File: src/rtl/bc_pkg.sv
// Package: widths, word types, status codes and sequencer states for the binomial block.
`default_nettype none
package bc_pkg;

  localparam int RESULT_WIDTH = 64;
  localparam int COEF_W       = 64;
  localparam int CNT_W        = 6;
  localparam int PROD_W       = RESULT_WIDTH + CNT_W;
  localparam int DIV_CNT_W    = $clog2(RESULT_WIDTH + 1);

  localparam logic [1:0] STATUS_OK       = 2'd0;
  localparam logic [1:0] STATUS_ORDER    = 2'd1;
  localparam logic [1:0] STATUS_OVERFLOW = 2'd2;

  typedef struct packed {
    logic [CNT_W-1:0] total_count;
    logic [CNT_W-1:0] choose_count;
  } bc_in_t;

  typedef struct packed {
    logic [COEF_W-1:0] coefficient;
    logic [1:0]        status;
  } bc_out_t;

  typedef enum logic [1:0] {
    S_IDLE,
    S_NUM,
    S_DEN,
    S_DIV
  } state_t;

endpackage
`default_nettype wire

File: src/rtl/bc_div.sv
// Restoring divider, one quotient bit per cycle.
`default_nettype none
module bc_div
  import bc_pkg::*;
(
  input  wire logic                    clk,
  input  wire logic                    rst,
  input  wire logic                    start,
  input  wire logic [RESULT_WIDTH-1:0] dividend,
  input  wire logic [RESULT_WIDTH-1:0] divisor,
  output logic                         done,
  output logic [RESULT_WIDTH-1:0]      quotient
);

  logic [RESULT_WIDTH-1:0] rem;
  logic [RESULT_WIDTH-1:0] dvsr;
  logic [DIV_CNT_W-1:0]    cnt;
  logic [RESULT_WIDTH:0]   shifted;
  logic [RESULT_WIDTH:0]   diff;

  assign shifted = {rem, quotient[RESULT_WIDTH-1]};
  assign diff    = shifted - {1'b0, dvsr};

  always_ff @(posedge clk) begin
    if (rst) begin
      cnt  <= '0;
      done <= 1'b0;
    end else begin
      done <= 1'b0;
      if (start) begin
        cnt <= DIV_CNT_W'(RESULT_WIDTH);
      end else if (cnt != '0) begin
        cnt <= cnt - 1'b1;
        if (cnt == DIV_CNT_W'(1)) begin
          done <= 1'b1;
        end
      end
    end
  end

  always_ff @(posedge clk) begin
    if (start) begin
      rem      <= '0;
      dvsr     <= divisor;
      quotient <= dividend;
    end else if (cnt != '0) begin
      if (!diff[RESULT_WIDTH]) begin
        rem      <= diff[RESULT_WIDTH-1:0];
        quotient <= {quotient[RESULT_WIDTH-2:0], 1'b1};
      end else begin
        rem      <= shifted[RESULT_WIDTH-1:0];
        quotient <= {quotient[RESULT_WIDTH-2:0], 1'b0};
      end
    end
  end

endmodule
`default_nettype wire

File: src/rtl/binomial_coefficient.sv
// Top level: binomial coefficient C(m, n) by the multiplicative form.
//
//  channel  | ports                     | handshake
//  ---------+---------------------------+------------------------------
//  input    | operands                  | start, taken when busy is low
//  result   | result                    | done, one-cycle strobe
//
// Each word runs the numerator steps and then the denominator steps, with
// k = min(n, m - n) of each, on one shared multiplier; the quotient then
// comes from the restoring divider.
// n > m or numerator overflow ends the word early. Reset clears the
// sequencer; busy stays high until done. The receiver cannot stall.
`default_nettype none
module binomial_coefficient
  import bc_pkg::*;
(
  input  wire logic    clk,
  input  wire logic    rst,
  input  wire logic    start,
  input  wire bc_in_t  operands,
  output logic         busy,
  output logic         done,
  output bc_out_t      result
);

  state_t                  state, state_next;
  logic [CNT_W-1:0]        m, m_next;
  logic [CNT_W-1:0]        k, k_next;
  logic [CNT_W-1:0]        i, i_next;
  logic [RESULT_WIDTH-1:0] num, num_next;
  logic [RESULT_WIDTH-1:0] den, den_next;
  logic                    done_next;
  bc_out_t                 result_next;

  logic [RESULT_WIDTH-1:0] mul_a;
  logic [CNT_W-1:0]        mul_b;
  logic [PROD_W-1:0]       prod;
  logic [CNT_W-1:0]        diff_mn;

  logic                    div_start;
  logic                    div_done;
  logic [RESULT_WIDTH-1:0] quotient;

  assign prod    = PROD_W'(mul_a) * PROD_W'(mul_b);
  assign diff_mn = operands.total_count - operands.choose_count;
  assign busy    = (state != S_IDLE);

  bc_div u_div (
    .clk      (clk),
    .rst      (rst),
    .start    (div_start),
    .dividend (num),
    .divisor  (den),
    .done     (div_done),
    .quotient (quotient)
  );

  always_ff @(posedge clk) begin
    if (rst) begin
      state <= S_IDLE;
      done  <= 1'b0;
    end else begin
      state <= state_next;
      done  <= done_next;
    end
  end

  always_ff @(posedge clk) begin
    m      <= m_next;
    k      <= k_next;
    i      <= i_next;
    num    <= num_next;
    den    <= den_next;
    result <= result_next;
  end

  always_comb begin
    state_next  = state;
    m_next      = m;
    k_next      = k;
    i_next      = i;
    num_next    = num;
    den_next    = den;
    done_next   = 1'b0;
    result_next = result;
    div_start   = 1'b0;
    mul_a       = num;
    mul_b       = m - i;
    case (state)
      S_IDLE: begin
        if (start) begin
          if (operands.choose_count > operands.total_count) begin
            done_next   = 1'b1;
            result_next = '{coefficient: '0, status: STATUS_ORDER};
          end else begin
            m_next     = operands.total_count;
            k_next     = (operands.choose_count <= diff_mn) ? operands.choose_count
                                                            : diff_mn;
            i_next     = '0;
            num_next   = RESULT_WIDTH'(1);
            state_next = S_NUM;
          end
        end
      end
      S_NUM: begin
        if (i == k) begin
          i_next     = '0;
          den_next   = RESULT_WIDTH'(1);
          state_next = S_DEN;
        end else if (prod[PROD_W-1:RESULT_WIDTH] != '0) begin
          done_next   = 1'b1;
          result_next = '{coefficient: '0, status: STATUS_OVERFLOW};
          state_next  = S_IDLE;
        end else begin
          num_next = prod[RESULT_WIDTH-1:0];
          i_next   = i + 1'b1;
        end
      end
      S_DEN: begin
        mul_a = den;
        mul_b = i + 1'b1;
        if (i == k) begin
          div_start  = 1'b1;
          state_next = S_DIV;
        end else begin
          den_next = prod[RESULT_WIDTH-1:0];
          i_next   = i + 1'b1;
        end
      end
      S_DIV: begin
        if (div_done) begin
          done_next   = 1'b1;
          result_next = '{coefficient: COEF_W'(quotient), status: STATUS_OK};
          state_next  = S_IDLE;
        end
      end
      default: begin
        state_next = S_IDLE;
      end
    endcase
  end

endmodule
`default_nettype wire
File: config.mk
export PLATFORM = sky130hd
export DESIGN_NAME = binomial_coefficient
export DESIGN_NICKNAME = d
export VERILOG_FILES = /design/src/rtl/bc_pkg.sv /design/src/rtl/bc_div.sv /design/src/rtl/binomial_coefficient.sv
export SDC_FILE = /design/constraint.sdc
export NUM_CORES = 2
export LEC_CHECK = 0
export BUFFER_PORTS_ARGS = -buffer_cell sky130_fd_sc_hd__buf_2
export CAP_MARGIN = 20
export CORE_ASPECT_RATIO = 0.9
export CORE_MARGIN = 1
export CORE_UTILIZATION = 58
export DETAILED_ROUTE_END_ITERATION = 7
export PLACE_DENSITY_LB_ADDON = 0.15
export REMOVE_ABC_BUFFERS = 1
export SLEW_MARGIN = 0
export SYNTH_ARGS = -nofsm -noshare
export SYNTH_HDL_FRONTEND = slang
export SYNTH_SLANG_ARGS = --single-unit
File: constraint.sdc
create_clock -name clk -period 12.61 [get_ports clk]
set_clock_uncertainty 0.05 [all_clocks]
set_input_delay 2.522 -clock clk [delete_from_list [all_inputs] [get_ports clk]]
set_output_delay 2.522 -clock clk [all_outputs]
set_load 0.005 [all_outputs]
# Yosys cells after proc, flatten, opt, wreduce, memory -nomap -nowiden
# Index checks and enable logic that the tools add are counted.
# totals
word_cells	104
inputBits	15
rom_bits	0
out_inout_bits	68
mem_bits_rw	0
register_bits	415
memories	0
latch_bits	0
# classes
n_eq_ne	17
shifts	0
div	0
addsub	5
muxes	45
magnitude_cmp	2
n_reduce_logical	17
multipliers	1
bitwise_logic	2
# ops
cell	count
2-to-1 mux 64 bit	10
2-to-1 mux 66 bit	5
case mux 64 bit (2 select lines)	2
case mux 66 bit (3 select lines)	1
multiplier 64 x 6 -> 70 bit	1
subtractor 65 x 64 -> 65 bit	1
2-to-1 mux 6 bit	7
inequality test 2 bit (second input constant)	9
case mux 6 bit (3 select lines)	1
AND reduction 5 bit	3
2-to-1 mux 7 bit	2
2-to-1 mux 2 bit	6
subtractor 6 bit	2
2-to-1 mux 1 bit	9
case mux 2 bit (4 select lines)	1
nonzero test 2 bit	4
equality test 7 x 1 -> 1 bit (second input constant)	1
nonzero test 7 bit	1
subtractor 7 x 1 -> 7 bit (second input constant)	1
adder 6 x 1 -> 6 bit (second input constant)	1
equality test 6 bit	1
greater-than comparator 6 bit	1
less-or-equal comparator 6 bit	1
inequality test 3 bit (second input constant)	2
12 further kinds	16

# Depth between registers and ports, before layout
# depth
depth_word	7
ltp_mapped	30
mapped_depth_nobuf	27

# Hierarchy
# A second synthesis with hierarchy kept.
# unflattened
hier_cells	3563
area_unflattened_um2	33940.1
# by_module_without_submodules
module	instances	cells_per_inst	area_per_inst_um2
binomial_coefficient	1	2301	22021.1
bc_div	1	1262	11918.9

# Least setup slack after synthesis
# No wires, ideal clock.
# synth_path
kind	flip-flop to flip-flop
start	register i[1]
end	register result[0] (netlist name), enable pin
path_stages_with_launch	29
setup_time_ps	653
path_slack_ps	-593
n_path_buf	2
t_required_ps	11907
arrival_time_ps	12501
path_cell_list	edfxtp_1 > inv_1 > ha_1 > a21o_1 > a21oi_1 > o21bai_1 > a21oi_1 > xnor2_1 > mux2_2 > clkbuf_1 > clkbuf_1 > nor2_1 > fa_1 > inv_1 > fa_1 > fa_1 > inv_1 > ha_1 > a2111oi_4 > o211ai_2 > a211oi_2 > a211oi_2 > o2111ai_1 > a21boi_1 > o21a_1 > o311a_1 > nand4_2 > a21oi_1 > nor4_1
# synth_via
elab_chain_len	6
elab_cells_between_ends	9
classes_between	add/sub (2); mul (1); eq/ne (3); mux (1); reduce/logical (2)
# synth_rtl
item	line_no	rtl
from (decl)	binomial_coefficient.sv:29	logic [CNT_W-1:0] i, i_next;
from (signal assigned)	binomial_coefficient.sv:71	i <= i_next;
subtractor 6 bit / adder 6 x 1 -> 6 bit (equally long branches)	binomial_coefficient.sv:88, binomial_coefficient.sv:121	
2-to-1 mux 6 bit	binomial_coefficient.sv:89	case (state)
multiplier 64 x 6 -> 70 bit	binomial_coefficient.sv:44	assign prod = PROD_W'(mul_a) * PROD_W'(mul_b);
nonzero test 6 bit	binomial_coefficient.sv:110	end else if (prod[PROD_W-1:RESULT_WIDTH] != '0) begin
inequality test 2 bit (no line)	--	
AND reduction 6 bit (no line) (*)	--	
to (signal assigned)	binomial_coefficient.sv:74	result <= result_next;
to (decl)	binomial_coefficient.sv:23	output bc_out_t result
# Every way passes the cells marked *; elsewhere a longest branch is shown, timed or not.
# A chain may end at the register's enable or synchronous reset.

# Final worst setup path
# layout_path
start	register state[0]
end	register num[8], enable pin
# layout_via
elab_chain_len	6
elab_cells_between_ends	13
classes_between	mul (1); eq/ne (6); mux (2); reduce/logical (4)
# layout_rtl
item	line_no	rtl
from (decl)	binomial_coefficient.sv:26	state_t state, state_next;
from (signal assigned)	binomial_coefficient.sv:63	state <= state_next;
equality test 2 bit	binomial_coefficient.sv:89	
2-to-1 mux 64 bit / 2-to-1 mux 6 bit (equally long branches)	binomial_coefficient.sv:89	
multiplier 64 x 6 -> 70 bit	binomial_coefficient.sv:44	
nonzero test 6 bit	binomial_coefficient.sv:110	
inequality test 2 bit (no line)	--	
AND reduction 5 bit (no line) (*)	--	
to (signal assigned)	binomial_coefficient.sv:72	num <= num_next;
to (decl)	binomial_coefficient.sv:30	logic [RESULT_WIDTH-1:0] num, num_next;
# Marks and branches as above.

==> results.cfg <==
[sta]
tcrit_tclk_final_pct = 74.8
timing.fmax_mhz = 106
period_minus_slack_ps = 9440
worst-slew-pin-transition_ps = 985
setup_violations = 0
holdWs_ps = 416
finalMaxSlewViolations = 0
max_transition_margin_pct = 32.6
grt_setup_unrepaired = no
timing.final.hold_violations = 0

[final_layout]
layout.cells.most_common_list = nand2_1 (513), inv_1 (392), edfxtp_1 (340)
post-route-util_pct = 63.4
total_number_of_nets_in_the_final_design = 3997
postLayoutCellArea_um2 = 36300
area.growth.synth_to_final_pct = 7.60
layout_commonest_cell = nand2_1
final_layout_size_suffix_gt1_share_pct = 8.06
antenna_cells_inserted = 0

[synthesis]
ys_types = 93
synthesis.area_um2 = 33700
synth-edff-count = 340
post_synth_main_area_contributors = edfxtp_1 (30%), fa_1 (15%), ha_1 (6.2%), nand2_1 (5.7%), dfxtp_1 (4.5%)
postSynthCellCount = 3580
syn-mean-instance-area_um2 = 9.42
async_reset_ff_share_pct = 0
ys_dominant_reg_cell = edfxtp_1
yosysWarnings = 0
netlist.top_cell.by_area = edfxtp_1
synth_largest_type_area_fraction_pct = 30.3
ys_ff_latch = 415
synth_sequential_area_ratio_pct = 34.7

[cts]
clock_tree.buffer_depth = 3
numCtsBuffers = 46
number_of_h_tree_levels = 2
holdBufCountCts = 0
cts.reportedPaths.clkPinSlew_ps = 60
cts-resized-gates = 0
tritoncts_num_sinks = 415
postCtsSetupBuffers = 0
clk-insertion-delay-late_ps = 600
cts_root_buffer = clkbuf_16
tritoncts = yes

[floorplan]
pin_count = 83
floorplan.initialDensity_pct = 58.9
row_count = 83
die_width_um = 256
die_outline_height_um = 231
placeableCoreArea_um2 = 57200
fp.dieArea_um2 = 59100

[global_routing]
grt_remaining_overflow = 0
grt_antenna_before_repair = 2
grtUsageTotal_pct = 30.1
grt_first_pass_wirelength_um = 140000
first_global_vias = 25700
grt_start_max_net_pins = 153

[status]
outcome = finished, final reports clean

[routing]
wire_per_inst_um = 20.1
drt_pass1_iterations = 6
initialDrtViolationCount = 2209
routed_wirelength_um = 87700
drc = 0
antenna_violating_nets_post_route = 0
vias_per_cell = 5.90
dr_total_vias = 25700

[hold_path]
hold_path_class = flip-flop to flip-flop
hold_path_startpoint = den[61]
worst_hold_path.endpoint = u_div.dvsr[61]
cells_on_worst_hold_path = 0

[placed_design]
hpwlAfterDp_um = 65300
placed_inst_area_um2 = 34700
port_buffers = 82
globalplace.congestion = 0.947

[worst_setup_path]
critical_path.reg2reg.startpoint = state[0]
reg2reg_slack_ps = 3170
critical_path_source_type = flip-flop
timing.critical_path.fanout_max = 49
critical_path_class = flip-flop to flip-flop
regToRegEndpoint = num[8]
r2r.worst_path.cells = 24
worst_path_arrival_time_ps = 9600
worst-endpoint-required_ps = 12780
worstSetupEndpointType = flip-flop

[job]
max_cap_violations = 0
## worst max-delay path by stage
stage / cells after the start / slack [ps] / end / startpoint
global route: 24 / 2580 / num[8] / state[0]
floorplan: 20 / -7530 / result[0] / state[0]
finish: 24 / 3170 / num[8] / state[0]
global placement: 24 / 3350 / num[17] / state[0]
CTS: 24 / 3100 / num[1] / state[0]
detailed placement: 24 / 3140 / num[17] / state[0]
## final cells by class
type | instances | area (um^2)
fillers | 4717 | 20900
well taps | 765 | 957
multi-input cells | 2599 | 19900
clock inverters | 26 | 333
repair buffers | 107 | 614
inverters | 395 | 1490
flip-flops and latches | 415 | 11700
clock buffers | 57 | 1240
## routing by layer
layer  GRT usage (%)  wire (um)  vias to the layer above
met3            5.34       7710                      124
met4            7.43       1960                        0
met2            46.5      38200                      974
li1                -          -                    12000
met1            43.9      39900                    12600
met5               0          0                        -
## worst max-delay path: stages (launching register included)
cell      delay [ps]
dfxtp_1          340
inv_1            170
ha_4             600
clkinv_1         460
a21oi_4          790
buf_4            550
nor2_1           140
fa_1             530
inv_1             60
fa_1             500
fa_1             550
inv_1             40
ha_1             410
nand2_2          130
o31ai_2          380
a211oi_1         180
o32ai_1          580
o211ai_1         190
a211oi_1         270
nor2_1            90
xor2_1           170
nand4_2          160
or2_1            300
a21oi_4          600
buf_4            760
## cell usage after synthesis, drive strengths merged (18+ instances only)
| master | number |
|---|---|
| and2 | 193 |
| nor2 | 314 |
| mux2 | 62 |
| xnor2 | 92 |
| nand4 | 43 |
| o21bai | 32 |
| inv | 394 |
| a21oi | 206 |
| nand3 | 65 |
| buf | 31 |
| nor3 | 44 |
| mux2i | 107 |
| a21o | 73 |
| nor2b | 19 |
| edfxtp | 340 |
| o21a | 18 |
| o21ai | 136 |
| a31oi | 18 |
| fa | 252 |
| dfxtp | 75 |
| ha | 166 |
| nand2 | 516 |
| xor2 | 54 |
| clkbuf | 140 |
## state kept, by name, indices dropped and copies added, names as in the netlist, named ones only
signal          count
u_div.quotient     64
u_div.rem          64
done                1
i                   6
u_div.cnt           7
result             66
u_div.dvsr         64
state               1
k                   6
m                   6
num                64
den                64
u_div.done          1
## kinds of logic after synthesis
family,after synthesis,share of synthesized area [%]
buffers and inverters,566,6.47
DFF,415,34.7
and+or+nand+nor,1268,17.2
adders and majority gates,418,21.1
muxes,169,5.25
xor gates and xnor gates,146,3.90
AOI/OAI and AO/OA,598,11.4
## stage by stage
| step | instances | setup WS, ps | TNS, ps |
|---|---|---|---|
| 6_report | 4364 | 3170 | 0 |
| 4_1_cts | 4364 | 3100 | 0 |
| 5_1_grt | 4364 | 2580 | 0 |
| 3_3_place_gp | 4280 | 3350 | 0 |
| 3_5_place_dp | 4281 | 3140 | 0 |
| 2_1_floorplan | 3409 | -7530 | -944600 |
Power is left out: the tool's default activity adds up to more than one toggle a clock period on the data nets, which glitch-free logic cannot reach.
